`src/rtl/pid_back_calculation_antiwindup_unit_defines.svh`:
```
// Assertion helpers for the PID unit. Each use sits inside a module that
// has clk and rst_n in scope.
`ifndef PID_BACK_CALCULATION_ANTIWINDUP_UNIT_DEFINES_SVH
`define PID_BACK_CALCULATION_ANTIWINDUP_UNIT_DEFINES_SVH

// Same-cycle implication, checked outside reset.
`define PBC_ASSERT_SAME(lbl, ante, cons, msg) \
  lbl: assert property (@(posedge clk) disable iff (!rst_n) (ante) |-> (cons)) \
    else $error(msg);

// Next-cycle implication, checked outside reset.
`define PBC_ASSERT_NEXT(lbl, ante, cons, msg) \
  lbl: assert property (@(posedge clk) disable iff (!rst_n) (ante) |=> (cons)) \
    else $error(msg);

`endif

```
`src/rtl/pbc_pkg.sv`:
```
package pbc_pkg;

  localparam int DataW        = 32;
  localparam int DtW          = 16;
  localparam int BetaW        = 17;
  localparam int CfgIdxW      = 3;
  localparam int MulW         = 33;
  localparam int ProdW        = 66;
  localparam int DivW         = 50;
  localparam int DivRadixBits = 2;

  localparam logic [BetaW-1:0] QOne      = 17'd65536;
  localparam logic [BetaW-1:0] BetaReset = 17'd61604;

  typedef logic signed [DataW-1:0] q_t;

  typedef enum logic [CfgIdxW-1:0] {
    CFG_KP    = 3'd0,
    CFG_KI    = 3'd1,
    CFG_KD    = 3'd2,
    CFG_BETA  = 3'd3,
    CFG_LOWER = 3'd4,
    CFG_UPPER = 3'd5
  } cfg_idx_t;

  typedef enum logic [3:0] {
    ST_IDLE,
    ST_MUL_P,
    ST_MUL_I,
    ST_ACC_I,
    ST_MUL_KI,
    ST_KI_WB,
    ST_DIV_WAIT,
    ST_MUL_B1,
    ST_MUL_B2,
    ST_FD_WB,
    ST_MUL_D,
    ST_SUM1,
    ST_SUM2,
    ST_SUM3,
    ST_CORR,
    ST_CORR_WAIT
  } state_t;

  typedef struct packed {
    logic busy;
    logic done;
  } div_stat_t;

  // Saturate a wide signed value to the Q16.16 range.
  function automatic q_t sat32(input logic signed [ProdW-1:0] x);
    if (x[ProdW-1:DataW-1] == '0 || x[ProdW-1:DataW-1] == '1) begin
      return x[DataW-1:0];
    end else if (x[ProdW-1]) begin
      return {1'b1, {(DataW-1){1'b0}}};
    end else begin
      return {1'b0, {(DataW-1){1'b1}}};
    end
  endfunction

  // When the bounds are crossed, values below lo return lo and all others return hi.
  function automatic q_t clampb(input q_t x, input q_t lo, input q_t hi);
    if (x < lo) begin
      return lo;
    end else if (x > hi) begin
      return hi;
    end else begin
      return x;
    end
  endfunction

endpackage

```
`src/rtl/pbc_mul.sv`:
```
module pbc_mul (
  input  logic                               clk,
  input  logic signed [pbc_pkg::MulW-1:0]    mul_a,
  input  logic signed [pbc_pkg::MulW-1:0]    mul_b,
  output logic signed [pbc_pkg::ProdW-1:0]   prod
);

  logic signed [pbc_pkg::ProdW-1:0] prod_r;
  logic signed [pbc_pkg::ProdW-1:0] prod_nxt;

  assign prod_nxt = pbc_pkg::ProdW'(mul_a) * pbc_pkg::ProdW'(mul_b);

  always_ff @(posedge clk) begin
    prod_r <= prod_nxt;
  end

  assign prod = prod_r;

endmodule

```
`config.mk`:
```
export PLATFORM = sky130hd
export DESIGN_NAME = pbc_mul
export DESIGN_NICKNAME = d
export VERILOG_FILES = /design/src/rtl/pid_back_calculation_antiwindup_unit_defines.svh /design/src/rtl/pbc_pkg.sv /design/src/rtl/pbc_mul.sv
export SDC_FILE = /design/constraint.sdc
export NUM_CORES = 2
export LEC_CHECK = 0
export ABC_CLOCK_PERIOD_IN_PS = 14320
export BUFFER_PORTS_ARGS = -buffer_cell sky130_fd_sc_hd__buf_2
export CAP_MARGIN = 20
export CORE_MARGIN = 5
export CORE_UTILIZATION = 50
export DETAILED_ROUTE_END_ITERATION = 8
export PLACE_DENSITY = 0.66
export SLEW_MARGIN = 25
export SYNTH_ARGS = -nofsm -noshare
export SYNTH_HDL_FRONTEND = slang
export SYNTH_SLANG_ARGS = --single-unit
```
`constraint.sdc`:
```
create_clock -name clk -period 14.32 [get_ports clk]
set_input_delay 2.864 -clock clk [delete_from_list [all_inputs] [get_ports clk]]
set_output_delay 2.864 -clock clk [all_outputs]
set_load 0.01 [all_outputs]
```
After elaboration in Yosys (flattened, before gate mapping)
Cells that the tools add are included.
Word-level totals
  register bits: 66
  input port bits: 67
  output and inout bits: 66
  word-level logic and storage cells: 2
Operators by class
  multiply operators: 1
Operator list (number)
  33-bit by 33-bit multiplier with 66-bit output: 1

Depth between registers and ports, before layout
  depth in word-level cells: 1
  gate-level depth with buffers: 29
  mapped depth without buffers: 27

Worst setup path after synthesis
Ideal clock, no wire load.
  kind: input to register
  start: input port mul_a[32] (netlist bit)
  end: register prod_r (netlist bit prod[65])
  setup time: 72 ps
  arrival time: 10013 ps
  data required time: 14248 ps
  setup slack: 4235 ps
  stages on the path: 22
  path buffers: 2
  path through: clkbuf_1 > nand2_1 > inv_1 > fa_1 > fa_1 > fa_1 > fa_1 > fa_1 > fa_1 > fa_1 > inv_1 > fa_1 > inv_1 > ha_1 > clkbuf_1 > a21o_1 > a21o_1 > a221o_1 > a31oi_2 > o211ai_1 > o41ai_2 > xnor2_1
On the way
  cells in the longest elaborated chain, start to end: 1
Ends and longest elaborated chain
  from (decl): line pbc_mul.sv:3  | input logic signed [pbc_pkg::MulW-1:0] mul_a,
  33-bit by 33-bit multiplier with 66-bit output: line pbc_mul.sv:11  | assign prod_nxt = pbc_pkg::ProdW'(mul_a) * pbc_pkg::ProdW'(mul_b);
  named net prod_nxt (one bit): line pbc_mul.sv:9  | logic signed [pbc_pkg::ProdW-1:0] prod_nxt;
  to (signal assigned): line pbc_mul.sv:14  | prod_r <= prod_nxt;
  to (decl): line pbc_mul.sv:8  | logic signed [pbc_pkg::ProdW-1:0] prod_r;
The timed path passes the listed nets, and every way through them passes these cells.

Worst setup path after layout
  start: input port mul_b[0] (netlist bit)
  end: register prod_r (netlist bit prod[60])
On the way
  cells in the longest elaborated chain, start to end: 1
Ends and longest elaborated chain
  from (decl): line pbc_mul.sv:4  | input logic signed [pbc_pkg::MulW-1:0] mul_b,
  33-bit by 33-bit multiplier with 66-bit output: line pbc_mul.sv:11
  named net prod_nxt (one bit): line pbc_mul.sv:9
The timed path passes the listed nets, and every way through them passes these cells.

==> reports/qor.json <==
{
  "crit_family": {"value": "adder cells"},
  "gpl.final_weighted_congestion": {"value": 0.8971},
  "worst-endpoint-required": {"value": 14.64, "unit": "ns"},
  "grt_setup_unrepaired": {"value": "no"},
  "route.detailed.vias_per_inst": {"value": 5.302},
  "wl_per_cell": {"value": 20.17, "unit": "µm"},
  "rows": {"value": 104},
  "post-route-drc-count": {"value": 0},
  "top_level_ports": {"value": 133},
  "period_minus_slack": {"value": 11.00, "unit": "ns"},
  "drtPass1Iterations": {"value": 5},
  "die_area": {"value": 86520, "unit": "µm²"},
  "synthTopCellsByArea": {"value": "fa_1 57%, inv_1 11%, and2_1 8.7%, ha_1 6.7%, nand2_1 5.0%"},
  "worst_hold_path_type": {"value": "input port to flop"},
  "fp.dieW": {"value": 294.1, "unit": "µm"},
  "worst_setup_path_start_kind": {"value": "input port"},
  "synth.most_common_cell": {"value": "fa_1"},
  "fin_crit_sh": {"value": 0.7685},
  "initial_antenna_violation_count": {"value": 11},
  "cp-end-kind": {"value": "flop"},
  "post_route_cells_drive_above_1_share": {"value": 0.04338},
  "ys.warnings.count": {"value": 0},
  "critical_path.slowest_cell": {"value": "fa_1"},
  "core_region_area": {"value": 80290, "unit": "µm²"},
  "cts.repair.resized": {"value": 0},
  "postSynthAreaPerCell": {"value": 9.383, "unit": "µm²"},
  "max_slew_margin": {"value": 0.2829},
  "netlist_area": {"value": 40370, "unit": "µm²"},
  "synthDistinctLibCells": {"value": 61},
  "gr-total-overflow": {"value": 0},
  "crit_path_max_fanout": {"value": 33},
  "synth_top_cell_area_share": {"value": 0.5679},
  "final-max-slew-violation-count": {"value": 0},
  "finish.net_count": {"value": 5666},
  "number_of_global_route_vias_before_repair": {"value": 31615},
  "synth-main-ff-cell": {"value": "dfxtp_1"},
  "drt_wl_total": {"value": 107.1, "unit": "mm"},
  "tns": {"value": 0, "unit": "ns"},
  "final_antenna_net_count": {"value": 0},
  "largest_reg_flops": {"value": 66},
  "total_vias_in_the_final_route": {"value": 28151},
  "numPortBuffers": {"value": 132},
  "clk_pin_slew_worst_paths": {"value": 0.07, "unit": "ns"},
  "postSynthNetCount": {"value": 5731},
  "postSynth.asyncResetShare": {"value": 0},
  "path_class": {"value": "input port to flop"},
  "ctsRootBufferMaster": {"value": "clkbuf_16"},
  "synthCells": {"value": 4302},
  "worstPathArrival": {"value": 11.33, "unit": "ns"},
  "chipHeight": {"value": 294.1, "unit": "µm"},
  "drt-initial-drc-count": {"value": 1671},
  "timing.critical_path.buf_inv": {"value": 4},
  "hold_viol": {"value": 0},
  "gr-usage-all-layers": {"value": 0.2616},
  "max_cap_violations": {"value": 0},
  "synth_commonest_cells": {"value": "1145 x fa_1, 1133 x inv_1, 562 x and2_1, 543 x nand2_1, 220 x clkbuf_1"},
  "initial_standard_cell_utilization_of_the_core": {"value": 0.5028},
  "run_status": {"value": "complete, no violations"},
  "path_cells": {"value": "buf_2 > nand2_1 > inv_1 > fa_1 > fa_1 > fa_1 > fa_1 > fa_1 > fa_1 > fa_1 > inv_1 > fa_1 > inv_1 > ha_1 > a21o_1 > a211o_1 > or2_2 > a2111oi_2 > nor2_1 > a21oi_1 > xnor2_1"},
  "area.growth.synth_to_final": {"value": 3.918, "unit": "%"},
  "post-cts-setup-buffers": {"value": 0},
  "cts_max_level": {"value": 3},
  "finalSetupViolCount": {"value": 0},
  "clk_path_buf_depth": {"value": 2},
  "grt_pass1_wl": {"value": 176.5, "unit": "mm"},
  "hpwlAfterDp": {"value": 85.69, "unit": "mm"},
  "largest_net_degree_at_the_start_of_global_routing": {"value": 34},
  "clkSinkCount": {"value": 66},
  "cts_tree": {"value": "built"},
  "synth_largest_area_cell": {"value": "fa_1"},
  "tightestPinTransition": {"value": 1.064, "unit": "ns"},
  "post_synth_edffs": {"value": 0},
  "synth-seq-cells": {"value": 66},
  "max_clock_freq": {"value": 90.87, "unit": "MHz"},
  "max_stage_delay": {"value": 1.28, "unit": "ns"},
  "yosysSeqAreaShare": {"value": 0.03273},
  "critPathMostFrequentCell": {"value": "fa_1"},
  "cts_buffers": {"value": 9},
  "ctsHoldBuffers": {"value": 0}
}
-- kinds of logic (layout without fill, tap and decap cells) --
logic type | after synthesis | after routing | share of synthesized area
other | 0 | 8 | 0
flip-flops | 66 | 66 | 0.03273
AND/OR/NAND/NOR | 1228 | 1228 | 0.1538
adder cells (fa/ha/maj) | 1362 | 1362 | 0.6351
buffers and inverters | 1354 | 1294 | 0.1261
XOR/XNOR | 75 | 75 | 0.01627
AO/OA/AOI/OAI | 217 | 217 | 0.03599
-- through the flow --
step	instance area (µm²)	utilization	hold WS [ns]	setup WS, ns	cells
5_1_grt	41930	0.5222	3.114	2.891	5302
3_5_place_dp	41610	0.5183	3.260	2.857	5286
3_3_place_gp	41610	0.5183	3.259	2.885	5286
4_1_cts	41930	0.5222	3.093	3.223	5302
2_1_floorplan	40370	-	2.991	4.235	4302
6_report	41950	0.5225	3.126	3.316	5310
-- cell type report --
type / instances / area, µm²
Inverter: 1133 / 4253
Multi-Input combinational cell: 2882 / 33960
Timing Repair Buffer: 145 / 758.2
Clock inverter: 5 / 61.31
Tap cell: 1060 / 1326
Antenna cell: 8 / 20.02
Fill cell: 7337 / 38340
Clock buffer: 11 / 252.7
Sequential cell: 66 / 1321
-- routing by layer --
| metal | routed length (µm) | track usage |
|---|---|---|
| met3 | 7689 | 0.05192 |
| met4 | 4618 | 0.09206 |
| met5 | 55 | 0 |
| met1 | 42050 | 0.3405 |
| met2 | 52700 | 0.4409 |
-- cells in the final DEF, fill, tap and decap left out, types with 37 or more instances in the layout --
cell / instances
o21ai_0: 37
ha_1: 217
and2_1: 562
xnor2_1: 55
a21oi_1: 73
nand2_1: 543
inv_1: 1133
dfxtp_1: 66
nor2_1: 47
fa_1: 1145
buf_2: 132
-- path summary, 6_finish.rpt --
path,start,to,slack [ns],depth (start not counted)
worst max-delay path,mul_b[0],prod[60],3.32,21
worst min-delay path,mul_b[0],prod[0],3.13,2
Power is not shown: default switching activity piles up to over one toggle a cycle in this logic, so the estimate is an artifact.
