[src/rtl/pid_back_calculation_antiwindup_unit_defines.svh]
// Assertion helpers for the PID unit. Each use sits inside a module that
// has clk and rst_n in scope.
`ifndef PID_BACK_CALCULATION_ANTIWINDUP_UNIT_DEFINES_SVH
`define PID_BACK_CALCULATION_ANTIWINDUP_UNIT_DEFINES_SVH

// Same-cycle implication, checked outside reset.
`define PBC_ASSERT_SAME(lbl, ante, cons, msg) \
  lbl: assert property (@(posedge clk) disable iff (!rst_n) (ante) |-> (cons)) \
    else $error(msg);

// Next-cycle implication, checked outside reset.
`define PBC_ASSERT_NEXT(lbl, ante, cons, msg) \
  lbl: assert property (@(posedge clk) disable iff (!rst_n) (ante) |=> (cons)) \
    else $error(msg);

`endif

[src/rtl/pbc_pkg.sv]
package pbc_pkg;

  localparam int DataW        = 32;
  localparam int DtW          = 16;
  localparam int BetaW        = 17;
  localparam int CfgIdxW      = 3;
  localparam int MulW         = 33;
  localparam int ProdW        = 66;
  localparam int DivW         = 50;
  localparam int DivRadixBits = 2;

  localparam logic [BetaW-1:0] QOne      = 17'd65536;
  localparam logic [BetaW-1:0] BetaReset = 17'd61604;

  typedef logic signed [DataW-1:0] q_t;

  typedef enum logic [CfgIdxW-1:0] {
    CFG_KP    = 3'd0,
    CFG_KI    = 3'd1,
    CFG_KD    = 3'd2,
    CFG_BETA  = 3'd3,
    CFG_LOWER = 3'd4,
    CFG_UPPER = 3'd5
  } cfg_idx_t;

  typedef enum logic [3:0] {
    ST_IDLE,
    ST_MUL_P,
    ST_MUL_I,
    ST_ACC_I,
    ST_MUL_KI,
    ST_KI_WB,
    ST_DIV_WAIT,
    ST_MUL_B1,
    ST_MUL_B2,
    ST_FD_WB,
    ST_MUL_D,
    ST_SUM1,
    ST_SUM2,
    ST_SUM3,
    ST_CORR,
    ST_CORR_WAIT
  } state_t;

  typedef struct packed {
    logic busy;
    logic done;
  } div_stat_t;

  // Saturate a wide signed value to the Q16.16 range.
  function automatic q_t sat32(input logic signed [ProdW-1:0] x);
    if (x[ProdW-1:DataW-1] == '0 || x[ProdW-1:DataW-1] == '1) begin
      return x[DataW-1:0];
    end else if (x[ProdW-1]) begin
      return {1'b1, {(DataW-1){1'b0}}};
    end else begin
      return {1'b0, {(DataW-1){1'b1}}};
    end
  endfunction

  // When the bounds are crossed, values below lo return lo and all others return hi.
  function automatic q_t clampb(input q_t x, input q_t lo, input q_t hi);
    if (x < lo) begin
      return lo;
    end else if (x > hi) begin
      return hi;
    end else begin
      return x;
    end
  endfunction

endpackage

[src/rtl/pbc_div.sv]
module pbc_div #(
  parameter int BITS_PER_STEP = pbc_pkg::DivRadixBits
) (
  input  logic                               clk,
  input  logic                               rst_n,
  input  logic                               start,
  input  logic signed [pbc_pkg::DivW-1:0]    dividend,
  input  logic signed [pbc_pkg::DataW-1:0]   divisor,
  output pbc_pkg::div_stat_t                 stat,
  output logic signed [pbc_pkg::DivW-1:0]    quotient
);

  localparam int DivW  = pbc_pkg::DivW;
  localparam int RemW  = pbc_pkg::DataW + 1;
  localparam int Steps = (DivW + BITS_PER_STEP - 1) / BITS_PER_STEP;
  localparam int QW    = Steps * BITS_PER_STEP;
  localparam int CntW  = $clog2(Steps + 1);

  logic                       busy_r, busy_nxt;
  logic                       done_r, done_nxt;
  logic [CntW-1:0]            cnt_r, cnt_nxt;
  logic [RemW-1:0]            rem_r, rem_nxt;
  logic [QW-1:0]              quo_r, quo_nxt;
  logic [pbc_pkg::DataW-1:0]  dvs_r, dvs_nxt;
  logic                       neg_r, neg_nxt;

  logic [RemW-1:0]            rem_v;
  logic [QW-1:0]              quo_v;
  logic [DivW-1:0]            dnd_mag;
  logic signed [DivW-1:0]     dnd_neg;
  logic signed [pbc_pkg::DataW-1:0] dvs_neg;
  logic signed [DivW-1:0]     qmag;

  assign dnd_neg = -dividend;
  assign dvs_neg = -divisor;
  assign dnd_mag = dividend[DivW-1] ? dnd_neg : dividend;

  // Restoring steps: shift in dividend bits, subtract where it fits.
  always_comb begin
    rem_v = rem_r;
    quo_v = quo_r;
    for (int i = 0; i < BITS_PER_STEP; i++) begin
      rem_v = {rem_v[RemW-2:0], quo_v[QW-1]};
      quo_v = {quo_v[QW-2:0], 1'b0};
      if (rem_v >= {1'b0, dvs_r}) begin
        rem_v    = rem_v - {1'b0, dvs_r};
        quo_v[0] = 1'b1;
      end
    end
  end

  always_comb begin
    busy_nxt = busy_r;
    done_nxt = 1'b0;
    cnt_nxt  = cnt_r;
    rem_nxt  = rem_r;
    quo_nxt  = quo_r;
    dvs_nxt  = dvs_r;
    neg_nxt  = neg_r;
    if (start) begin
      busy_nxt = 1'b1;
      cnt_nxt  = '0;
      rem_nxt  = '0;
      quo_nxt  = QW'(dnd_mag);
      dvs_nxt  = divisor[pbc_pkg::DataW-1] ? dvs_neg : divisor;
      neg_nxt  = dividend[DivW-1] ^ divisor[pbc_pkg::DataW-1];
    end else if (busy_r) begin
      rem_nxt = rem_v;
      quo_nxt = quo_v;
      cnt_nxt = cnt_r + 1'b1;
      if (cnt_r == CntW'(Steps - 1)) begin
        busy_nxt = 1'b0;
        done_nxt = 1'b1;
      end
    end
  end

  always_ff @(posedge clk) begin
    if (!rst_n) begin
      busy_r <= 1'b0;
      done_r <= 1'b0;
      cnt_r  <= '0;
    end else begin
      busy_r <= busy_nxt;
      done_r <= done_nxt;
      cnt_r  <= cnt_nxt;
    end
  end

  always_ff @(posedge clk) begin
    rem_r <= rem_nxt;
    quo_r <= quo_nxt;
    dvs_r <= dvs_nxt;
    neg_r <= neg_nxt;
  end

  // Quotient magnitude stays below 2^49, so the sign bit of the slice is zero.
  assign qmag      = quo_r[DivW-1:0];
  assign quotient  = neg_r ? -qmag : qmag;
  assign stat.busy = busy_r;
  assign stat.done = done_r;

endmodule

[config.mk]
export PLATFORM = sky130hd
export DESIGN_NAME = pbc_div
export DESIGN_NICKNAME = d
export VERILOG_FILES = /design/src/rtl/pid_back_calculation_antiwindup_unit_defines.svh /design/src/rtl/pbc_pkg.sv /design/src/rtl/pbc_div.sv
export SDC_FILE = /design/constraint.sdc
export NUM_CORES = 1
export LEC_CHECK = 0
export BUFFER_PORTS_ARGS = -buffer_cell sky130_fd_sc_hd__clkbuf_2
export CAP_MARGIN = 20
export CORE_MARGIN = 2
export CORE_UTILIZATION = 40
export CTS_BUF_LIST = sky130_fd_sc_hd__clkbuf_2 sky130_fd_sc_hd__clkbuf_4 sky130_fd_sc_hd__clkbuf_8
export DETAILED_ROUTE_END_ITERATION = 16
export PLACE_DENSITY = 0.59
export SYNTH_ARGS = -nofsm -noshare
export SYNTH_HDL_FRONTEND = slang
export SYNTH_SLANG_ARGS = --single-unit
[constraint.sdc]
create_clock -name clk -period 5.9 [get_ports clk]
set_input_delay 1.18 -clock clk [delete_from_list [all_inputs] [get_ports clk]]
set_output_delay 1.18 -clock clk [all_outputs]
set_load 0.01 [all_outputs]
======== Word-level counts from Yosys, hierarchy flattened ========
Index checks and enable logic that the tools add are counted.
W data, S select, Z words.
word-level totals
  bits in registers ....................... 122
  input bits .............................. 85
  output and inout port bits .............. 52
  logic and storage cells ................. 36
operators by class
  $add $sub $neg .......................... 6
  order comparisons ....................... 2
  eq/ne operators ......................... 1
  mux-type cells .......................... 13
  bitwise operators ....................... 3
  reductions and logical operators ........ 3
operator list
  cell                   number
  $mux W50               4
  $neg A50 Y50           2
  $ge A33 B32 Y1         2
  $mux W32               2
  $sub A32 B32 Y32       2
  $neg A32 Y32           1
  $mux W31               1
  $mux W1                6
  $add A5 B1 Y5 const B  1
  $eq A5 B5 Y1 const B   1
  $reduce_or A3 Y1       1
  $not A1 Y1             2
  $reduce_bool A2 Y1     1
  $reduce_or A2 Y1       1
  $xor A1 B1 Y1          1

======== Depth between registers and ports, before layout ========
Gate-level depths: netlist (run 1).
  depth after elaboration ................. 6
  depth in mapped cells ................... 25
  gate-level depth less buffers ........... 23

======== Worst setup path after synthesis (run 1) ========
Ideal clock, no wire load.
  kind .................................... flip-flop to flip-flop
  start point ............................. reg dvs_r[1] in the netlist's numbering
  end point ............................... reg rem_r[4]
  setup time .............................. 0.115 ns
  data arrival time ....................... 5.403 ns
  required time ........................... 5.785 ns
  setup slack ............................. 0.382 ns
  cell stages (with the launch flop) ...... 24
  buffers on the path ..................... 3
  clock period less this slack ............ 5.518 ns
  path through ............................ edfxtp_1 -> inv_1 -> ha_1 -> nor2b_1 -> o31ai_1 -> a21oi_1 -> o21ai_0 -> o31ai_1 -> a31oi_1 -> clkbuf_1 -> clkbuf_1 -> nand2_1 -> o21ai_0 -> ha_1 -> a21oi_1 -> o21ai_0 -> and3_1 -> or4_1 -> o21ai_1 -> o221a_2 -> o31a_1 -> o211ai_1 -> clkbuf_1 -> a2111oi_0
between the ends
  cells in the longest elaborated chain, start to end .. 4
  elaborated cells between the ends (all ways) .. 6
  those cells by class .................... add/sub (2); order compare (2); mux (2)
RTL lines
  element                                             RTL line                      RTL
  start: declaration                                  pbc_div.sv:24                 logic [pbc_pkg::DataW-1:0] dvs_r, dvs_nxt;
  start signal: assignment                            pbc_div.sv:93                 dvs_r <= dvs_nxt;
  $sub A32 B32 Y32 or $ge A33 B32 Y1 (tied branches)  pbc_div.sv:46, pbc_div.sv:45
  $mux W32                                            pbc_div.sv:45                 if (rem_v >= {1'b0, dvs_r}) begin
  $sub A32 B32 Y32 or $ge A33 B32 Y1 (tied branches)  pbc_div.sv:46, pbc_div.sv:45
  $mux W32 *                                          pbc_div.sv:45
  end signal: assignment                              pbc_div.sv:91                 rem_r <= rem_nxt;
  end: declaration                                    pbc_div.sv:22                 logic [RemW-1:0] rem_r, rem_nxt;
Every way passes the cells marked *; elsewhere a longest branch is shown, timed or not.
A chain may end at the register's enable or synchronous reset.

======== Final worst setup path (run 1) ========
  start point ............................. reg quo_r[49], in the netlist qmag[49]
  end point ............................... reg rem_r[28]
between the ends
  cells in the longest elaborated chain, start to end .. 4
  elaborated cells between the ends (all ways) .. 6
  those cells by class .................... add/sub (2); order compare (2); mux (2)
RTL lines
  element                                             RTL line                      RTL
  start: declaration                                  pbc_div.sv:23                 logic [QW-1:0] quo_r, quo_nxt;
  start signal: assignment                            pbc_div.sv:92                 quo_r <= quo_nxt;
  $sub A32 B32 Y32 or $ge A33 B32 Y1 (tied branches)  pbc_div.sv:46, pbc_div.sv:45
  $mux W32 *                                          pbc_div.sv:45
  $sub A32 B32 Y32 or $ge A33 B32 Y1 (tied branches)  pbc_div.sv:46, pbc_div.sv:45
  $mux W32 *                                          pbc_div.sv:45
Marked as above.

==> results of run 1 <==
==> final cells by class <==
cell class | instances | area, um^2
clock inverters | 14 | 171.4
multi-input cells | 1084 | 7378
flip-flops and latches | 122 | 3274
fillers | 2690 | 14370
inverters | 70 | 262.8
well taps | 372 | 465.4
clock buffers | 18 | 241.5
repair buffers | 166 | 938.4
==> through the flow <==
stage	util, %	power, mW
after CTS	46.52	4.489
after floorplan	-	2.982
after detailed placement	45.00	3.644
after global placement	45.00	3.639
after global routing	46.98	4.960
final	46.98	4.618
==> worst paths after layout <==
kind                                 from  slack [ns]   endpoint
worst max-delay path             qmag[49]        0.34  rem_r[28]
worst min-delay path            rem_r[31]        0.52  rem_r[31]
worst max register to register   qmag[49]        0.34  rem_r[28]
worst min register to register  rem_r[31]        0.52  rem_r[31]
==> critical path, delay by kind of cell (launching register included) <==
family / cells / cell delay, ns
simple gates: 5 / 0.75
xor+xnor: 1 / 0.16
buf+inv: 6 / 0.76
mux: 1 / 0.20
fa+ha+maj: 3 / 0.96
compound gates: 10 / 2.17
flops: 1 / 0.40
==> flip-flops by register name, summed over array words and instances, names as in the netlist <==
| signal | flops |
|---|---|
| rem_r | 32 |
| busy_r | 1 |
| neg_r | 1 |
| qmag | 50 |
| done_r | 1 |
| cnt_r | 5 |
| dvs_r | 32 |
==> synth_stat cells, drive strengths merged (5+ instances only) <==
library cell	count	area [um^2]
a21o	26	195.2
nand4	12	75.07
or3	25	186.4
xor2	84	735.7
nand2b	19	118.9
nand2	123	461.7
a211oi	31	232.7
buf	6	37.53
or2	13	83.84
o21ai	106	530.5
a21oi	104	520.5
nor2b	8	50.05
nor3	18	90.09
and3	9	56.30
nor4	11	75.07
a31oi	6	37.54
or4	21	161.4
nor2	125	469.2
edfxtp	83	2492
mux2i	28	280.3
clkbuf	47	176.4
ha	69	863.3
o41ai	15	131.4
nor3b	5	42.54
nand3	11	60.06
o21bai	9	67.56
dfxtp	39	780.8
inv	70	262.8
o31ai	39	325.3
nand3b	5	37.54
xnor2	100	875.8
o211ai	7	52.55
==> power breakdown <==
part / internal, mW / leakage [nW] / switching, mW
sequential: 1.05 / 1.14 / 0.114
clock: 0.425 / 0.205 / 0.395
combinational: 1.14 / 3.89 / 1.49
==> cell families (layout without fill, tap and decap cells) <==
logic type      count (synthesis)  in the layout  synth area share (%)
compound gates                381            381                 21.89
xor+xnor                      184            184                 14.55
fa+ha+maj                      71             71                 8.156
buf+inv                       123            268                 4.304
flops                         122            122                 29.55
mux                            32             32                 2.937
simple gates                  416            416                 18.61
==> layer usage <==
metal / vias up / wire length [um] / GRT usage [%]
met4: 0 / 355 / 5.091
met3: 29 / 1524 / 2.884
li1: 5101 / - / -
met1: 4808 / 15260 / 31.07
met2: 275 / 13770 / 33.12
met5: - / 0 / 0
==> timing repair <==
item	4_1_cts	5_1_grt
hold buffers	0	0
setup endpoints to repair	0	33
resized for setup	0	22
buffers inserted	0	7
==> reports/qor.yml, run 1 <==
cts_max_path_buffers: 2
dpl.hpwl_um: 23420
dr.pass1.iters: 7
synthArstFlopShare_pct: 0
synth_cell_type_count: 69
placed_area_mm2: 0.01220
most-common-layout-cells: "clkbuf_2, nor2_1, nand2_1, a21oi_1, xnor2_1"
worst_slew_pin_slew_ns: 0.9366
cts_max_level: 4
place_congestion: 0.9222
drt_iter0_drc: 790
placed_cells: 1806
fmaxAchievable_ghz: 0.1798
cts_tree: "yes"
grt_max_degree: 106
fin_crit_sh_pct: 94.26
crit_path_start_kind: "flip-flop"
ys_seq_area_share_pct: 29.55
fp.dieH_um: 170.4
cp_max_fo: 12
die_w_um: 170.4
power.density_mw_per_mm2: 362.7
period_needed_ns: 5.561
syn_area_mm2: 0.01108
p_leak_nw: 5.228
finalSetupViolCount: 0
port_buffers: 136
coreArea_mm2: 0.02710
design_area_mm2: 0.01273
fin_setup_tns_ns: 0
instances_no_fill: 1846
final_common_cell: "clkbuf_2"
synth_edf_count: 83
via_per_inst: 5.533
ir_drop_mv: 0.1595
wl_per_cell_um: 16.74
root_buffer: "clkbuf_8"
antenna_found_initial: 0
syn_to_final_growth_pct: 14.96
wl_um: 30910
cts_buffers: 17
worstSetupPathType: "flip-flop to flip-flop"
num_rows: 60
finalHoldViolCount: 0
fin_skew_ns: 0.02157
ff2ff_path_depth: 26
initial_core_util_pct: 40.87
route.antenna.remaining_nets: 0
synth_cells: 1329
outcome: "complete, no violations"
nets: 1617
critPathArrivalTime_ns: 5.86
postSynthAreaPerCell_um2: 8.334
crit_slowest_cell: "fa_1"
cpPeakStageDelay_ns: 0.43
whs_ns: 0.5157
diodes: 0
grt_pass1_vias: 9536
maxCapViolCount: 0
grt.overflow.total: 0
final_max_slew_viol_count: 0
synth-seq-cells: 122
cp-end-kind: "flip-flop"
slew_headroom_pct: 37.56
synth_fp_nets: 1485
place_ws_ns: 0.1389
setup_slack_ns: 0.3388
hold_depth: 2
clock-sinks: 122
layout-drive-gt1-share_pct: 16.42
clkTransAtPathRegs_ns: 0.08
hold_class: "flip-flop to flip-flop"
ioPinCount: 137
dieArea_mm2: 0.02904
track_usage_pct: 21.27
clock_latency_ns: 0.46
grt_pass1_wl_um: 49860
yosys_warnings: 0
num_vias: 10210
worst_ep_required_time_ns: 6.20
synthFlopType: "edfxtp_1"
drc: 0
(Power assumes the default switching activity.)
==> run 2, diff against run 1 <==
- CORE_MARGIN: 2 -> unset
- REMOVE_ABC_BUFFERS: unset -> 1
==> reports/qor.yml, run 2 (same netlist as run 1, synthesis figures left out) <==
cts_hold_buf: 0
post-route-util_pct: 47.21
slew_headroom_pct: 38.05
worst_ep_required_time_ns: 6.21
largest_reg_flops: 50
wl_met2_um: 14690
fin_crit_sh_pct: 95.18
diodes: 0
final_common_cell: "clkbuf_2"
grt_pass1_vias: 9663
dieArea_mm2: 0.02836
fmaxAchievable_ghz: 0.1781
dpl.hpwl_um: 23300
drc: 0
track_usage_pct: 21.71
nFillCells: 2726
coreArea_mm2: 0.02703
num_rows: 60
place_congestion: 0.9048
cp-end-kind: "flip-flop"
fin_skew_ns: 0.01786
cts_buffers: 17
hold_depth: 2
grt_max_degree: 62
num_vias: 10160
layout-drive-gt1-share_pct: 16.98
most-common-layout-cells: "clkbuf_2, nor2_1, nand2_1, a21oi_1, o21ai_0"
period_needed_ns: 5.615
p_leak_nw: 5.251
met1_length_um: 14260
worstSetupPathType: "flip-flop to flip-flop"
clock-sinks: 122
worstHoldStart: "rem_r[22]"
whs_ns: 0.5189
port_buffers: 136
root_buffer: "clkbuf_8"
clkTransAtPathRegs_ns: 0.09
via_per_inst: 5.584
highest_layer: "met4"
cts_max_path_buffers: 2
total_power_mw: 4.605
drt_iter0_drc: 643
outcome: "complete, no violations"
ir_drop_mv: 0.1554
regArea_mm2: 0.003274
hold_path_end: "rem_r[22]"
wl_met3_um: 1431
r2r_end: "qmag[0]"
multi_input_area_mm2: 0.007425
grt.overflow.total: 0
finalSetupViolCount: 0
dr.pass1.iters: 5
antenna_found_initial: 0
finalHoldViolCount: 0
route.antenna.remaining_nets: 0
final_max_slew_viol_count: 0
reg2reg_slack_ns: 0.28
clock_latency_ns: 0.46
cts_tree: "yes"
nets: 1622
cts_max_level: 4
die_w_um: 168.4
grt_pass1_wl_um: 49520
ioPinCount: 137
r2r-start: "qmag[49]"
crit_path_start_kind: "flip-flop"
maxCapViolCount: 0
cp_max_fo: 7
critPathArrivalTime_ns: 5.92
fin_setup_tns_ns: 0
hold_class: "flip-flop to flip-flop"
instances_no_fill: 1819
ff2ff_path_depth: 24
worst_slew_pin_slew_ns: 0.9293
wl_um: 30800
power.density_mw_per_mm2: 360.9
wl_per_cell_um: 16.93
syn_to_final_growth_pct: 15.21
placed_cells: 1777
fp.dieH_um: 168.4
initial_core_util_pct: 40.98
-- run 2: cell types whose count changed in the layout (fill, tap and decap cells not counted), sizes merged --
cell,before,now
buf,30,33
inv,73,76
a31oi,6,8
clkinv,6,4
clkbuf,154,153
clkinvlp,2,1
-- run 2: layout make-up --
| class | instances | share of cell area [%] |
|---|---|---|
| Sequential cell | 122 | 25.66 |
| Clock inverter | 14 | 1.471 |
| Timing Repair Buffer | 169 | 7.443 |
| Multi-Input combinational cell | 1086 | 58.19 |
| Tap cell | 341 | 3.344 |
| Clock buffer | 17 | 1.834 |
| Inverter | 70 | 2.059 |
-- run 2: worst max-delay path by stage --
stage	start	endpoint	slack, ns	cells past startpoint
finish	qmag[49]	qmag[0]	0.28	24
global route	qmag[49]	rem_r[15]	-0.03	26
CTS	qmag[49]	rem_r[4]	0.07	25
detailed placement	qmag[49]	rem_r[4]	-0.02	22
global placement	qmag[49]	rem_r[4]	0.1	22
floorplan	dvs_r[1]	rem_r[27]	-2.96	20
-- run 2: per-layer routing --
layer	track usage, %	vias to the layer above
met2	37.25	242
met4	5.336	0
met3	3.761	29
li1	-	5100
met1	28.18	4787
met5	0	-
-- run 2: what timing repair did --
item	CTS	global route
setup buffers	0	8
cloned	0	3
gates resized for setup	1	22
hold endpoints to repair	0	0
setup endpoints to repair	1	33
pin swaps	0	7
-- run 2: critical path, stage by stage (launching register included) --
cell and delay (ns):
edfxtp_1 0.43, inv_1 0.08, ha_1 0.18, inv_1 0.06
fa_2 0.37, a211oi_2 0.31, o21ai_2 0.13, a2111oi_2 0.36
buf_4 0.18, or2_2 0.13, xor2_1 0.13, o21ai_0 0.13
ha_1 0.39, and3_1 0.24, and3_1 0.27, a21boi_1 0.30
o21ai_1 0.17, o221a_2 0.29, o31a_1 0.27, o211ai_1 0.33
buf_4 0.21, clkbuf_4 0.20, buf_4 0.13, nor2_1 0.04
a21oi_1 0.15
-- run 2: through the flow --
step	area (um^2)	setup WS (ns)
after floorplan	10860	-2.956
after global placement	12170	0.09698
after detailed placement	12170	-0.02335
after CTS	12590	0.07125
after global routing	12760	-0.02803
final	12760	0.2847
-- run 2: power breakdown --
group	internal [mW]	switching, mW
registers	1.05	0.113
logic	1.13	1.48
clock network	0.427	0.411
